[config.mk]
export PLATFORM = sky130hd
export DESIGN_NAME = newton_square_root
export DESIGN_NICKNAME = d
export VERILOG_FILES = /design/src/hdl/nsr_pkg.sv /design/src/hdl/nsr_sqr.sv /design/src/hdl/nsr_div.sv /design/src/hdl/newton_square_root.sv
export SDC_FILE = /design/constraint.sdc
export NUM_CORES = 1
export LEC_CHECK = 0
export ABC_AREA = 0
export BUFFER_PORTS_ARGS = -buffer_cell sky130_fd_sc_hd__buf_2
export CAP_MARGIN = 20
export CORE_AREA = 3 3 203 205
export CTS_CLUSTER_DIAMETER = 40
export DETAILED_ROUTE_END_ITERATION = 8
export DIE_AREA = 0 0 206 208
export PLACE_DENSITY = 0.83
export SLEW_MARGIN = 15
export SYNTH_ARGS = -nofsm -noshare
export SYNTH_HDL_FRONTEND = slang
export SYNTH_SLANG_ARGS = --single-unit
[constraint.sdc]
create_clock -name i_clk -period 4.12 [get_ports i_clk]
set_input_delay 0.206 -clock i_clk [delete_from_list [all_inputs] [get_ports i_clk]]
set_output_delay 0.206 -clock i_clk [all_outputs]
set_load 0.01 [all_outputs]
[src/hdl/nsr_pkg.sv]
package nsr_pkg;

    localparam int FRAC_BITS_DEF = 16;
    localparam int WORD_BITS_DEF = 32;

    // Fixed field widths of the ports
    localparam int FIELD_BITS   = 32;
    localparam int STEP_BITS    = 8;
    localparam int OUTCOME_BITS = 2;
    localparam int CFG_IDX_BITS = 1;

    localparam logic [FIELD_BITS-1:0] TOL_RESET   = FIELD_BITS'(65);
    localparam logic [STEP_BITS-1:0]  LIMIT_RESET = STEP_BITS'(64);

    typedef enum logic [OUTCOME_BITS-1:0] {
        OUT_CONVERGED  = 2'd0,
        OUT_LIMIT      = 2'd1,
        OUT_ZERO_GUESS = 2'd2
    } t_outcome;

    typedef enum logic [CFG_IDX_BITS-1:0] {
        CFG_TOLERANCE  = 1'b0,
        CFG_STEP_LIMIT = 1'b1
    } t_cfg_index;

endpackage

[src/hdl/nsr_sqr.sv]
// Shift-and-add squarer: one multiplier bit per cycle.
module nsr_sqr import nsr_pkg::*; #(
    parameter int WORD_BITS = WORD_BITS_DEF
) (
    input  logic                     i_clk,
    input  logic                     i_rst_n,
    input  logic                     i_start,
    input  logic [WORD_BITS-1:0]     i_operand,
    output logic                     o_done,
    output logic [2*WORD_BITS-1:0]   o_product
);

    localparam int CNT_BITS = $clog2(WORD_BITS + 1);

    logic [CNT_BITS-1:0]  r_cnt;
    logic [WORD_BITS-1:0] r_opd;
    logic [WORD_BITS-1:0] r_acc;
    logic [WORD_BITS-1:0] r_mlo;
    logic [WORD_BITS:0]   n_sum;

    assign n_sum = {1'b0, r_acc} + (r_mlo[0] ? {1'b0, r_opd} : '0);

    always_ff @(posedge i_clk) begin
        if (!i_rst_n) begin
            r_cnt <= '0;
        end else if (i_start) begin
            r_cnt <= CNT_BITS'(WORD_BITS);
        end else if (r_cnt != '0) begin
            r_cnt <= r_cnt - 1'b1;
        end
    end

    // Add on the low multiplier bit, then shift the whole product right
    always_ff @(posedge i_clk) begin
        if (i_start) begin
            r_opd <= i_operand;
            r_mlo <= i_operand;
            r_acc <= '0;
        end else if (r_cnt != '0) begin
            r_acc <= n_sum[WORD_BITS:1];
            r_mlo <= {n_sum[0], r_mlo[WORD_BITS-1:1]};
        end
    end

    assign o_done    = (r_cnt == '0);
    assign o_product = {r_acc, r_mlo};

endmodule

[src/hdl/nsr_div.sv]
// Restoring divider: (dividend << FRAC_BITS) / divisor, one quotient bit per cycle.
// Quotient saturates at 2^(WORD_BITS+1)-1.
module nsr_div import nsr_pkg::*; #(
    parameter int FRAC_BITS = FRAC_BITS_DEF,
    parameter int WORD_BITS = WORD_BITS_DEF
) (
    input  logic                 i_clk,
    input  logic                 i_rst_n,
    input  logic                 i_start,
    input  logic [WORD_BITS-1:0] i_dividend,
    input  logic [WORD_BITS-1:0] i_divisor,
    output logic                 o_done,
    output logic [WORD_BITS:0]   o_quotient
);

    localparam int DQ_BITS  = WORD_BITS + FRAC_BITS;
    localparam int CNT_BITS = $clog2(DQ_BITS + 1);

    logic [CNT_BITS-1:0]  r_cnt;
    logic [WORD_BITS-1:0] r_dvs;
    logic [WORD_BITS-1:0] r_rem;
    logic [DQ_BITS-1:0]   r_dq;
    logic [WORD_BITS:0]   n_trial;
    logic [WORD_BITS:0]   n_diff;
    logic                 n_ge;
    logic                 quot_sat;

    assign n_trial = {r_rem, r_dq[DQ_BITS-1]};
    assign n_diff  = n_trial - {1'b0, r_dvs};
    assign n_ge    = (n_trial >= {1'b0, r_dvs});

    always_ff @(posedge i_clk) begin
        if (!i_rst_n) begin
            r_cnt <= '0;
        end else if (i_start) begin
            r_cnt <= CNT_BITS'(DQ_BITS);
        end else if (r_cnt != '0) begin
            r_cnt <= r_cnt - 1'b1;
        end
    end

    // Dividend bits leave at the top as quotient bits enter at the bottom
    always_ff @(posedge i_clk) begin
        if (i_start) begin
            r_dvs <= i_divisor;
            r_rem <= '0;
            r_dq  <= {i_dividend, {FRAC_BITS{1'b0}}};
        end else if (r_cnt != '0) begin
            r_rem <= n_ge ? n_diff[WORD_BITS-1:0] : n_trial[WORD_BITS-1:0];
            r_dq  <= {r_dq[DQ_BITS-2:0], n_ge};
        end
    end

    assign quot_sat   = |r_dq[DQ_BITS-1:WORD_BITS+1];
    assign o_done     = (r_cnt == '0);
    assign o_quotient = quot_sat ? '1 : r_dq[WORD_BITS:0];

endmodule

[src/hdl/newton_square_root.sv]
// Newton-Raphson square root of an unsigned fixed-point radicand.
// Input channel: i_in_valid / o_in_stall carry one request (radicand, start guess);
// a request is taken on a rising edge with i_in_valid high and o_in_stall low.
// Output channel: o_out_valid / i_out_stall carry root, steps taken and outcome;
// a result is taken on a rising edge with o_out_valid high and i_out_stall low.
// Configuration: i_cfg_we writes i_cfg_data to the register picked by i_cfg_index
// (0 tolerance, 1 step limit); write only while no request is in flight.
// A zero start guess goes from acceptance straight to the emit state; otherwise the
// block loops through the load, square and divide states until the stop test or the
// step limit ends the descent.
// Each step is bounded by the bit-serial divider, one quotient bit per cycle;
// the bit-serial squarer for the stop test runs alongside it.
// One request is worked on at a time; a new one is taken the cycle after the
// result is loaded into the output register, even while that result is stalled.
// A finished result waits in its own state while the output register is still
// held by a stalled receiver; stalled results never change.
// Reset (synchronous, active low) empties both channels and restores tolerance 65
// and step limit 64.
module newton_square_root import nsr_pkg::*; #(
    parameter int FRAC_BITS = FRAC_BITS_DEF,
    parameter int WORD_BITS = WORD_BITS_DEF
) (
    input  logic                    i_clk,
    input  logic                    i_rst_n,
    // configuration
    input  logic                    i_cfg_we,
    input  logic [CFG_IDX_BITS-1:0] i_cfg_index,
    input  logic [FIELD_BITS-1:0]   i_cfg_data,
    // request channel
    input  logic                    i_in_valid,
    output logic                    o_in_stall,
    input  logic [FIELD_BITS-1:0]   i_radicand,
    input  logic [FIELD_BITS-1:0]   i_start_guess,
    // result channel
    output logic                    o_out_valid,
    input  logic                    i_out_stall,
    output logic [FIELD_BITS-1:0]   o_root,
    output logic [STEP_BITS-1:0]    o_steps_taken,
    output logic [OUTCOME_BITS-1:0] o_outcome
);

    // radicand + tolerance, formed without wrap
    localparam int BOUND_BITS = ((WORD_BITS > FIELD_BITS) ? WORD_BITS : FIELD_BITS) + 1;
    localparam int CMP_BITS   = (2 * WORD_BITS > BOUND_BITS) ? 2 * WORD_BITS : BOUND_BITS;

    typedef enum logic [2:0] {
        ST_IDLE,
        ST_LOAD,
        ST_SQUARE,
        ST_DIVIDE,
        ST_EMIT
    } t_state;

    t_state                  r_state;
    logic [FIELD_BITS-1:0]   r_tolerance;
    logic [STEP_BITS-1:0]    r_step_limit;
    logic [WORD_BITS-1:0]    r_x;
    logic [WORD_BITS-1:0]    r_g;
    logic [BOUND_BITS-1:0]   r_bound;
    logic [STEP_BITS-1:0]    r_steps;
    t_outcome                r_result;
    logic                    r_out_valid;
    logic [FIELD_BITS-1:0]   r_root;
    logic [STEP_BITS-1:0]    r_out_steps;
    t_outcome                r_out_outcome;

    logic [WORD_BITS-1:0]    in_x;
    logic [WORD_BITS-1:0]    in_g;
    logic                    unit_start;
    logic                    sqr_done;
    logic [2*WORD_BITS-1:0]  sqr_product;
    logic                    div_done;
    logic [WORD_BITS:0]      div_quot;
    logic [CMP_BITS-1:0]     sq_scaled;
    logic                    close_enough;
    logic [WORD_BITS+1:0]    step_sum;
    logic [WORD_BITS-1:0]    g_next;

    // Inputs are taken at the word size
    assign in_x = WORD_BITS'(i_radicand);
    assign in_g = WORD_BITS'(i_start_guess);

    // Both units start together; the divide is dropped if the test stops the loop
    assign unit_start = (r_state == ST_LOAD);

    nsr_sqr #(
        .WORD_BITS (WORD_BITS)
    ) u_sqr (
        .i_clk     (i_clk),
        .i_rst_n   (i_rst_n),
        .i_start   (unit_start),
        .i_operand (r_g),
        .o_done    (sqr_done),
        .o_product (sqr_product)
    );

    nsr_div #(
        .FRAC_BITS (FRAC_BITS),
        .WORD_BITS (WORD_BITS)
    ) u_div (
        .i_clk      (i_clk),
        .i_rst_n    (i_rst_n),
        .i_start    (unit_start),
        .i_dividend (r_x),
        .i_divisor  (r_g),
        .o_done     (div_done),
        .o_quotient (div_quot)
    );

    // Stop test: floor(g^2 / 2^FRAC_BITS) <= radicand + tolerance (one-sided)
    assign sq_scaled    = CMP_BITS'(sqr_product >> FRAC_BITS);
    assign close_enough = (sq_scaled <= CMP_BITS'(r_bound));

    // Newton step: (g + q) / 2, saturated at the word maximum
    assign step_sum = {2'b00, r_g} + {1'b0, div_quot};
    assign g_next   = step_sum[WORD_BITS+1] ? '1 : step_sum[WORD_BITS:1];

    always_ff @(posedge i_clk) begin
        if (!i_rst_n) begin
            r_state      <= ST_IDLE;
            r_out_valid  <= 1'b0;
            r_tolerance  <= TOL_RESET;
            r_step_limit <= LIMIT_RESET;
            r_x          <= '0;
            r_g          <= '0;
            r_steps      <= '0;
        end else begin
            if (i_cfg_we) begin
                unique case (t_cfg_index'(i_cfg_index))
                    CFG_TOLERANCE:  r_tolerance  <= i_cfg_data;
                    CFG_STEP_LIMIT: r_step_limit <= i_cfg_data[STEP_BITS-1:0];
                    default: ;
                endcase
            end

            // drop the result once the receiver takes it, unless a new one replaces it
            if (r_out_valid && !i_out_stall && (r_state != ST_EMIT)) begin
                r_out_valid <= 1'b0;
            end

            unique case (r_state)
                ST_IDLE: begin
                    if (i_in_valid) begin
                        r_x     <= in_x;
                        r_g     <= in_g;
                        r_bound <= BOUND_BITS'(in_x) + BOUND_BITS'(r_tolerance);
                        r_steps <= '0;
                        if (in_g == '0) begin
                            // refuse a zero guess without dividing
                            r_result <= OUT_ZERO_GUESS;
                            r_state  <= ST_EMIT;
                        end else begin
                            r_state  <= ST_LOAD;
                        end
                    end
                end
                ST_LOAD: begin
                    r_state <= ST_SQUARE;
                end
                ST_SQUARE: begin
                    if (sqr_done) begin
                        priority if (close_enough) begin
                            r_result <= OUT_CONVERGED;
                            r_state  <= ST_EMIT;
                        end else if (r_steps >= r_step_limit) begin
                            r_result <= OUT_LIMIT;
                            r_state  <= ST_EMIT;
                        end else begin
                            r_state  <= ST_DIVIDE;
                        end
                    end
                end
                ST_DIVIDE: begin
                    if (div_done) begin
                        r_g     <= g_next;
                        r_steps <= r_steps + 1'b1;
                        r_state <= ST_LOAD;
                    end
                end
                ST_EMIT: begin
                    // hold until the output register is free
                    if (!r_out_valid || !i_out_stall) begin
                        r_out_valid   <= 1'b1;
                        r_root        <= FIELD_BITS'(r_g);
                        r_out_steps   <= r_steps;
                        r_out_outcome <= r_result;
                        r_state       <= ST_IDLE;
                    end
                end
                default: r_state <= ST_IDLE;
            endcase
        end
    end

    assign o_in_stall    = (r_state != ST_IDLE);
    assign o_out_valid   = r_out_valid;
    assign o_root        = r_root;
    assign o_steps_taken = r_out_steps;
    assign o_outcome     = r_out_outcome;

endmodule

# ---- After elaboration in Yosys (flattened, before gate mapping)
# Index checks and enable logic that the tools add are counted.
# W data, S select, Z words.
dict set report word_totals {
  latch_bits 0
  ff_bits 381
  romBits 0
  ramBits 0
  mem_count 0
  output_inout_bits 44
}
dict set report classes {
  add_sub_neg 7
  div_mod_pow 0
  bitwise_logic 2
  eq_ne 11
  order_cmp 3
  muxes 35
  shift 0
  mul 0
  reduce_logical 26
}
# op count
set op_table {}
lappend op_table {{$mux W32} 7}
lappend op_table {{$mux W48} 2}
lappend op_table {{$pmux W32 S2} 1}
lappend op_table {{$le A48 B33 Y1} 1}
lappend op_table {{$add A32 B33 Y34} 1}
lappend op_table {{$add A32 B32 Y33} 1}
lappend op_table {{$add A32 B33 Y33} 1}
lappend op_table {{$ge A33 B32 Y1} 1}
lappend op_table {{$mux W33} 1}
lappend op_table {{$logic_not A32 Y1} 1}
lappend op_table {{$sub A32 B32 Y32} 1}
lappend op_table {{$mux W6} 4}
lappend op_table {{$mux W3} 7}
lappend op_table {{$mux W8} 2}
lappend op_table {{$pmux W8 S2} 1}
lappend op_table {{$pmux W3 S5} 1}
lappend op_table {{$reduce_or A15 Y1} 1}
lappend op_table {{$logic_not A6 Y1} 2}
lappend op_table {{$reduce_bool A6 Y1} 2}
lappend op_table {{$sub A6 B1 Y6 const B} 2}
lappend op_table {{$mux W2} 5}
lappend op_table {{$ne A2 B2 Y1 const B} 5}
lappend op_table {{$reduce_and A3 Y1} 3}
lappend op_table {{$add A8 B1 Y8 const B} 1}
lappend op_table {{other kinds (18)} 30}

# ---- Longest topological paths before layout
# Gate-level depths: netlist of the first run.
dict set report depth {
  depth_word 6
  ltp_mapped 18
  ltp_nobuf 16
}

# ---- Cells and area by module
# From an unflattened synthesis of the first run, not the netlist that was laid out.
dict set report hier_totals {
  cells_unflattened 2545
  area_unflattened_um2 23953.0
}
# module instances cells_each area_each_um2 seq_area_each_um2
set modules_own_cells {}
lappend modules_own_cells {newton_square_root 1 1214 11268.3 4634.4}
lappend modules_own_cells {nsr_div 1 780 7009.2 3002.9}
lappend modules_own_cells {nsr_sqr 1 551 5675.4 2682.6}

# ---- Worst setup path before layout of the first run
# Ideal clock, no wire load.
dict set report synth_path {
  path_kind {register to register}
  start {reg u_div.r_dq[47]}
  end {reg r_g[19]}
  path_stages_with_launch 19
  setup_time_ns 0.087
  arrival_time_ns 4.255
  t_required_ns 4.033
  setup_slack_ns -0.222
  n_path_buf 3
  cell_sequence {edfxtp_1 or4_1 nor2_1 nand3_1 clkbuf_1 or2_2 ha_1 clkbuf_1 nand3_1 a211o_1 and3_1 nor3_1 a2bb2oi_1 nand3_1 o21a_1 o211ai_2 buf_2 nor2_1 o31ai_1}
}
dict set report synth_between {
  elab_chain_len 6
}
# item line
set synth_lines {}
lappend synth_lines {{start, declared} nsr_div.sv:22} ;# logic [DQ_BITS-1:0] r_dq;
lappend synth_lines {{start signal, assigned} nsr_div.sv:47} ;# r_dq <= {i_dividend, {FRAC_BITS{1'b0}}};
lappend synth_lines {{start signal, assigned} nsr_div.sv:50} ;# r_dq <= {r_dq[DQ_BITS-2:0], n_ge};
lappend synth_lines {{$reduce_or A15 Y1} nsr_div.sv:54} ;# assign quot_sat = |r_dq[DQ_BITS-1:WORD_BITS+1];
lappend synth_lines {{$mux W33} nsr_div.sv:56} ;# assign o_quotient = quot_sat ? '1 : r_dq[WORD_BITS:0];
lappend synth_lines {{$add A32 B33 Y34} newton_square_root.sv:115} ;# assign step_sum = {2'b00, r_g} + {1'b0, div_quot};
lappend synth_lines {{$mux W32} newton_square_root.sv:116} ;# assign g_next = step_sum[WORD_BITS+1] ? '1 : step_sum[WORD_BITS:1];
lappend synth_lines {{$mux W32} newton_square_root.sv:174} ;# if (div_done) begin
lappend synth_lines {{$pmux W32 S2} newton_square_root.sv:141} ;# unique case (r_state)
lappend synth_lines {{end signal, assigned} newton_square_root.sv:145} ;# r_g <= in_g;
lappend synth_lines {{end signal, assigned} newton_square_root.sv:175} ;# r_g <= g_next;
lappend synth_lines {{end, declared} newton_square_root.sv:58} ;# logic [WORD_BITS-1:0] r_g;
# Every way passes these cells. The select of a mux whose other input is x is not followed.
# A chain may end at the register's enable or synchronous reset.

# ---- Worst setup path in the final report of the first run
dict set report layout_path {
  start {reg u_div.r_dq[47]}
  end {reg r_g[31]}
}
# Same word-level chain as after synthesis.

==> results of run 1 <==
==> critical path, delay by kind of cell, from the launching register on <==
| kind | cells | cell delay [ps] |
|---|---|---|
| and+or+nand+nor | 5 | 1330 |
| adders and majority gates | 1 | 230 |
| DFF | 1 | 390 |
| AOI/OAI and AO/OA | 8 | 1880 |
| muxes | 1 | 250 |
==> logic make-up after synthesis <==
group	after synthesis	synth area share, %
xor+xnor	106	4.22
simple gates	869	18.3
mux	23	1.06
flops	381	42.6
fa+ha+maj	175	10.1
buf+inv	226	3.88
compound gates	684	19.9
==> per-layer routing <==
layer  share of wire, %  wire length [um]  global-route usage, %
met3                6.7              4450                   5.05
met4                6.3              4200                   16.1
met1                 39             26100                   37.2
met2                 47             31400                   50.6
met5                  0                 0                      0
==> layout by cell type (no fill, tap or decap), types with 61 or more instances in the layout <==
| master | netlist | final |
|---|---|---|
| dfxtp_1 | 208 | 208 |
| nand3_1 | 65 | 61 |
| nand2_1 | 395 | 395 |
| o21ai_0 | 120 | 118 |
| inv_1 | 117 | 116 |
| nor2_1 | 133 | 131 |
| buf_2 | 4 | 145 |
| xnor2_1 | 72 | 71 |
| edfxtp_1 | 173 | 173 |
| buf_4 | 0 | 95 |
| a21oi_1 | 198 | 193 |
| dlygate4sd3_1 | 0 | 86 |
| ha_1 | 171 | 161 |
==> what timing repair did <==
| item | in CTS | in global routing |
|---|---|---|
| pin swaps | 8 | 16 |
| hold endpoints to repair | 91 | 0 |
| setup endpoints to repair | 32 | 32 |
| cloned | 1 | 1 |
| setup buffers | 2 | 10 |
| resized for setup | 16 | 37 |
| hold buffers | 86 | 0 |
==> cell type report <==
type	instances	area, um2
Clock buffer	65	1460
Clock inverter	39	403
Fill cell	2940	12700
Inverter	117	442
Multi-Input combinational cell	1858	12200
Sequential cell	381	9360
Tap cell	525	657
Timing Repair Buffer	334	2420
==> power by group through the flow <==
stage / Sequential (mW) / Combinational [mW] / Clock (mW)
2_1_floorplan: 6.14 / 8.62 / 0
4_1_cts: 6.75 / 11.9 / 4.72
6_report: 6.83 / 12.5 / 4.69
3_5_place_dp: 6.80 / 11.6 / 0
5_1_grt: 6.90 / 13.8 / 4.88
3_3_place_gp: 6.78 / 11.2 / 0
==> metrics by stage <==
stage / area [um2] / util, % / setup slack [ps] / setup TNS (ps) / hold slack (ps)
final: 26900 / 67.9 / -65.2 / -108 / 18.3
after detailed placement: 23700 / 59.9 / -248 / -4910 / 413
after floorplan: 22000 / - / 10.3 / 0 / 330
after CTS: 26600 / 67.1 / -24.3 / -24.3 / 4.63
after global placement: 23700 / 59.8 / -157 / -2730 / 416
after global routing: 26900 / 67.9 / -148 / -2070 / 45.2
==> flip-flops by register name, indices dropped and copies added, names as in the netlist, 8 cells and up <==
| name | count |
|---|---|
| u_div.r_dq | 48 |
| r_g | 32 |
| o_steps_taken | 8 |
| r_bound | 33 |
| r_x | 32 |
| u_div.r_rem | 32 |
| u_div.r_dvs | 32 |
| u_sqr.r_mlo | 32 |
| r_tolerance | 32 |
| r_step_limit | 8 |
| o_root | 32 |
| r_steps | 8 |
| u_sqr.r_acc | 32 |
==> worst max-delay path by stage <==
| stage | cells past startpoint | startpoint | to | slack, ps |
|---|---|---|---|---|
| floorplan | 16 | u_div.r_dq[47]$_DFFE_PP_ | r_g[30]$_SDFFE_PN0P_ | 10 |
| finish | 15 | u_div.r_dq[47]$_DFFE_PP_ | r_g[31]$_SDFFE_PN0P_ | -70 |
| CTS | 15 | u_div.r_dq[46]$_DFFE_PP_ | r_g[31]$_SDFFE_PN0P_ | -20 |
| global placement | 15 | u_div.r_dq[47]$_DFFE_PP_ | r_g[31]$_SDFFE_PN0P_ | -160 |
| detailed placement | 15 | u_div.r_dq[47]$_DFFE_PP_ | r_g[31]$_SDFFE_PN0P_ | -250 |
| global route | 15 | u_div.r_dq[47]$_DFFE_PP_ | r_g[31]$_SDFFE_PN0P_ | -150 |
==> flow_metrics.py, run 1 <==
metrics = {
    "critical_path": {
        "reg2reg_depth": 15,
        "reg2reg_to": "r_g[31]$_SDFFE_PN0P_",
        "crit_type": "reg -> reg",
        "endpoint_kind": "flip-flop",
        "slowest_delay_ps": 570,
        "crit_slowest_cell": "or4_4",
        "worst_r2r_startpoint": "u_div.r_dq[47]$_DFFE_PP_",
        "cp.required_ps": 4620,
        "critPathLaunchType": "flip-flop",
        "crit_arrival_ps": 4690,
        "r2r_setup_slack_ps": -70,
        "path_max_fanout": 7,
        "crit_chain": "or4_4, nor2_4, nand3_4, or2_4, ha_4, a211o_1, a31oi_2, o21ai_1, a22oi_2, o41ai_4, o31a_1, o41a_1, a221oi_2, mux2i_1, nand3_1",
    },
    "timing": {
        "relSlewSlack_pct": 28.2,
        "worst_slew_pin_slew_ps": 1080,
        "hold_viol_final": 0,
        "fin_ws_ps": -65.2,
        "rsz0062_at_grt": "yes",
        "final_max_slew_viol_count": 0,
        "finalClockSkew_ps": 25.2,
        "finalCriticalPeriod_ps": 4190,
        "setup_viol": 2,
        "fin_crit_sh_pct": 102,
        "max_freq_mhz": 239,
    },
    "pwr": {
        "leakage_nw": 11.5,
        "pwr-share-clk_pct": 19.6,
        "p_sw_mw": 10.4,
        "powerDensity_nw_per_um2": 892,
        "pwr-share-comb_pct": 52.0,
        "power_frac_seq_pct": 28.5,
        "max-vdd-ir-drop_mv": 0.437,
        "switching_share_pct": 43.3,
        "power_mw": 24.0,
        "p_int_mw": 13.6,
    },
    "route": {
        "drtIter0Drc": 1916,
        "vias_per_cell": 6.06,
        "drt-total-wl_um": 66200,
        "drtAntennaViolNets": 0,
        "wl_per_cell_um": 19.9,
        "firstDrtPassIters": 6,
        "drcViolationCount": 0,
        "num_vias": 20100,
    },
    "global_route": {
        "grt_usage_pct": 30.2,
        "grt_antenna_before_repair": 1,
        "grt_max_degree": 123,
        "grt_overflow": 0,
        "grt_pass1_vias": 19900,
        "grt_pass1_wl_um": 104000,
    },
    "final_layout": {
        "fin_cells": 3319,
        "area_growth_pct": 22.3,
        "antenna_cells": 0,
        "final_nets": 3024,
        "drive_gt1_share_pct": 16.0,
    },
    "clocking": {
        "cts_buffers": 55,
        "path_clk_slew_ps": 60,
        "insertion_delay_ps": 620,
        "clock_path_buffers": 3,
        "cts_tree": "built",
        "cts_max_level": 2,
        "cts_root_buf": "clkbuf_16",
        "cts.sinks": 381,
    },
    "outcome": {
        "violations": "negative setup slack",
        "status": "finished with violations",
    },
    "synth": {
        "synth_fp_nets": 2741,
        "synth-seq-cells": 381,
        "async_flop_share_pct": 0,
        "ys_seq_area_share_pct": 42.6,
        "yosysUniqueCellTypes": 75,
        "netlist_area_um2": 22000,
        "syn-instance-count": 2464,
        "synth.area.top_cells": "edfxtp_1 24%, dfxtp_1 19%, ha_1 9.7%",
        "synth_common_cells": "395 x nand2_1, 208 x dfxtp_1, 198 x a21oi_1",
        "ys_warn_count": 0,
        "synth-edff-count": 173,
        "synth_area_leader_cell": "edfxtp_1",
        "synthFlopType": "dfxtp_1",
        "avgSynthCellArea_um2": 8.93,
        "yosys.area.top_type_share_pct": 23.6,
        "synth.most_common_cell": "nand2_1",
    },
    "worst_hold_path": {
        "hold_path_class": "in -> reg",
        "hp-start": "i_start_guess[1]",
        "hold_path_depth": 4,
        "holdPathEnd": "r_g[1]$_SDFFE_PN0P_",
    },
    "floorplanning": {
        "initial_utilization_pct": 55.5,
        "num_rows": 73,
        "coreArea_um2": 39600,
        "fp.dieW_um": 206,
        "die_height_um": 208,
        "dieArea_um2": 42800,
        "ios": 146,
    },
    "placement": {
        "gp_congestion": 0.958,
        "dp_hpwl_um": 45000,
        "port_buffers": 145,
        "dp.cells": 3115,
    },
    "job": {
        "cap_viol_max_count": 0,
    },
}
Note: power is estimated with default switching activity, not from simulation.
==> run 2, diff against run 1 <==
ABC_AREA = 1   (was 0)
CORE_AREA = 3 3 209 211   (was 3 3 203 205)
DIE_AREA = 0 0 212 214   (was 0 0 206 208)
==> run 2 against run 1 <==
  * The run now ends clean
  * Routed wire length up 6.7%
  * Critical path type unchanged
  * Sequential power down 2%
  * Non-clock buffer count down 87
  * Count of clock-buffer cells in the layout down 1
  * Largest cell class unchanged
  * Critical endpoint is now r_g[3]$_SDFFE_PN0P_
==> flow_metrics.py, run 2 <==
metrics = {
    "clocking": {
        "insertion_delay_ps": 600,
        "path_clk_slew_ps": 60,
        "cts_buffers": 50,
        "cts_tree": "built",
        "cts_root_buf": "clkbuf_16",
        "cts.sinks": 381,
        "cts_resized": 0,
        "clock_path_buffers": 3,
        "cts_max_level": 2,
    },
    "timing": {
        "max_freq_mhz": 285,
        "finalCriticalPeriod_ps": 3510,
        "fin_setup_tns_ps": 0,
        "hold_viol_final": 0,
        "relSlewSlack_pct": 33.0,
        "rsz0062_at_grt": "no",
        "fin_crit_sh_pct": 85.3,
        "finalClockSkew_ps": 19.7,
        "final_max_slew_viol_count": 0,
        "worst_slew_pin_slew_ps": 1000,
        "setup_viol": 0,
    },
    "route": {
        "wl_per_cell_um": 18.2,
        "drcViolationCount": 0,
        "drt-total-wl_um": 70700,
        "drtAntennaViolNets": 0,
        "firstDrtPassIters": 6,
        "drtIter0Drc": 1966,
        "vias_per_cell": 5.65,
        "num_vias": 21900,
    },
    "synth": {
        "synth_common_cells": "655 x nand2_1, 415 x inv_1, 332 x nor2_1",
        "async_flop_share_pct": 0,
        "ys_warn_count": 0,
        "yosys.area.top_type_share_pct": 22.2,
        "syn-instance-count": 3090,
        "synth_area_leader_cell": "edfxtp_1",
        "synth.most_common_cell": "nand2_1",
        "yosysUniqueCellTypes": 53,
        "ys_seq_area_share_pct": 39.9,
        "synth-seq-cells": 381,
        "synth_fp_nets": 3367,
        "avgSynthCellArea_um2": 7.58,
        "synth.area.top_cells": "edfxtp_1 22%, dfxtp_1 18%, nand2_1 10%",
        "synthFlopType": "dfxtp_1",
        "netlist_area_um2": 23400,
        "synth-edff-count": 173,
    },
    "placement": {
        "place_area_um2": 24600,
        "gp_congestion": 0.984,
        "port_buffers": 145,
        "dp_hpwl_um": 50100,
    },
    "floorplanning": {
        "dieArea_um2": 45400,
        "ios": 146,
        "coreArea_um2": 41900,
        "initial_utilization_pct": 55.9,
        "die_height_um": 214,
        "num_rows": 75,
        "fp.dieW_um": 212,
    },
    "pwr": {
        "leakage_nw": 12.8,
        "max-vdd-ir-drop_mv": 0.484,
        "powerDensity_nw_per_um2": 875,
        "power_mw": 23.8,
    },
    "global_route": {
        "grt_max_degree": 97,
        "grt_pass1_wl_um": 111000,
        "grt_pass1_vias": 21000,
        "grt_antenna_before_repair": 3,
        "grt_usage_pct": 30.7,
        "grt_overflow": 0,
    },
    "worst_hold_path": {
        "holdPathEnd": "r_g[19]$_SDFFE_PN0P_",
        "hold_path_class": "in -> reg",
        "hold_path_depth": 5,
        "hp-start": "i_start_guess[19]",
    },
    "critical_path": {
        "path_buf_inv": 3,
        "worst_r2r_startpoint": "u_div.r_dq[34]$_DFFE_PP_",
        "crit_arrival_ps": 3970,
        "slowest_delay_ps": 410,
        "reg2reg_depth": 20,
        "endpoint_kind": "flip-flop",
        "r2r_setup_slack_ps": 610,
        "path_max_fanout": 30,
        "critPathLaunchType": "flip-flop",
        "crit_type": "reg -> reg",
        "crit_top_cell": "nand2_1",
        "cp_top_family": "simple AND/OR/NAND/NOR gates",
        "crit_chain": "nor2_1, nand2_1, nor2_1, nand2_1, inv_1, nand2_1, ha_1, nand2_1, inv_1, a21oi_1, o21ai_1, a21oi_1, nand2_1, nand2_2, nor2_4, nor2_4, buf_12, nand2_1, o211ai_1, a21oi_1",
        "crit_slowest_cell": "edfxtp_1",
        "reg2reg_to": "r_g[3]$_SDFFE_PN0P_",
        "cp.required_ps": 4580,
    },
    "final_layout": {
        "design_area_um2": 27200,
        "mostFrequentLayoutCells": "655 x nand2_1, 415 x inv_1, 331 x nor2_1",
        "regMostFlops": "u_div.r_dq",
        "area_growth_pct": 16.2,
        "final_common_cell": "nand2_1",
        "largest_reg_flops": 48,
        "reg_top3": "u_div.r_dq (48), r_bound (33)",
        "final_nets": 3575,
        "drive_gt1_share_pct": 10.1,
    },
    "job": {
        "cap_viol_max_count": 0,
    },
    "outcome": {
        "status": "complete, no violations",
    },
}
[run 2: cell count changes in the layout (fill, tap and decap cells not counted), moves of 34 or more]
cell,previous run,this run
a21oi_1,193,258
nand2_1,395,655
a21o_1,56,22
inv_1,116,415
a22o_1,35,0
a21boi_0,43,1
nand3_1,61,157
buf_4,95,20
nor2_1,131,331
o21ai_0,118,245
and2_1,40,0
[run 2: routing by layer]
metal	vias to the layer above	track usage, %	wire [um]
met3	201	5.11	5700
li1	10700	-	-
met4	4	13.1	3220
met5	-	0	28
met1	10200	39.5	28500
met2	903	51.1	33200
[run 2: worst max path at each step]
stage                     slack (ps)                startpoint  cells past startpoint                      to
after floorplan                    9                   i_rst_n                      3  o_outcome[0]$_DFFE_PP_
after CTS                        670  u_div.r_dq[34]$_DFFE_PP_                     19    r_g[25]$_SDFFE_PN0P_
after global routing             250  u_div.r_dq[34]$_DFFE_PP_                     20     r_g[3]$_SDFFE_PN0P_
after global placement           830  u_div.r_dq[47]$_DFFE_PP_                     20    r_g[25]$_SDFFE_PN0P_
final                            610  u_div.r_dq[34]$_DFFE_PP_                     20     r_g[3]$_SDFFE_PN0P_
after detailed placement         760  u_div.r_dq[47]$_DFFE_PP_                     19     r_g[3]$_SDFFE_PN0P_
[run 2: cells by family after synthesis]
kind of cell / synth area share (%)
fa+ha+maj: 9.47
compound gates: 14.8
buf+inv: 8.56
simple gates: 23.5
flops: 39.9
xor+xnor: 3.74
[run 2: worst reg2reg max path: stages, from the launching register on]
cell and delay [ps]:
edfxtp_1 410, nor2_1 140, nand2_1 70, nor2_1 160
nand2_1 160, inv_1 360, nand2_1 100, ha_1 350
nand2_1 150, inv_1 60, a21oi_1 260, o21ai_1 150
a21oi_1 150, nand2_1 110, nand2_2 110, nor2_4 40
nor2_4 110, buf_12 190, nand2_1 90, o211ai_1 90
a21oi_1 100
[run 2: layout make-up]
class                   count  area, um2
inverters                 423       1600
multi-input cells        2195      12100
fillers                  3468      14700
repair buffers            247       1730
flip-flops and latches    381       9360
diodes                      3       7.51
clock inverters            30        352
well taps                 539        674
clock buffers              64       1410
[run 2: timing repair]
action                                  4_1_cts  5_1_grt
endpoints found under the hold margin        88        0
hold buffers                                 79        0
buffers inserted                              0        0
endpoints found under the setup margin        0        0
[run 2: power breakdown]
part / switching (mW) / internal (mW)
registers: 1.14 / 5.54
logic: 8.37 / 4.20
clock network: 1.82 / 2.73
total: 11.3 / 12.5
[run 2: per-stage QoR]
| stage | cells | setup WS, ps | utilization (%) | hold WS (ps) |
|---|---|---|---|---|
| final | 3882 | 607 | 64.9 | 29.4 |
| after global routing | 3881 | 254 | 64.9 | 32.9 |
| after global placement | 3704 | 830 | 58.7 | 413 |
| after detailed placement | 3705 | 760 | 58.7 | 417 |
| after floorplan | 3090 | 9.03 | - | 319 |
| after CTS | 3878 | 668 | 64.8 | 5.61 |
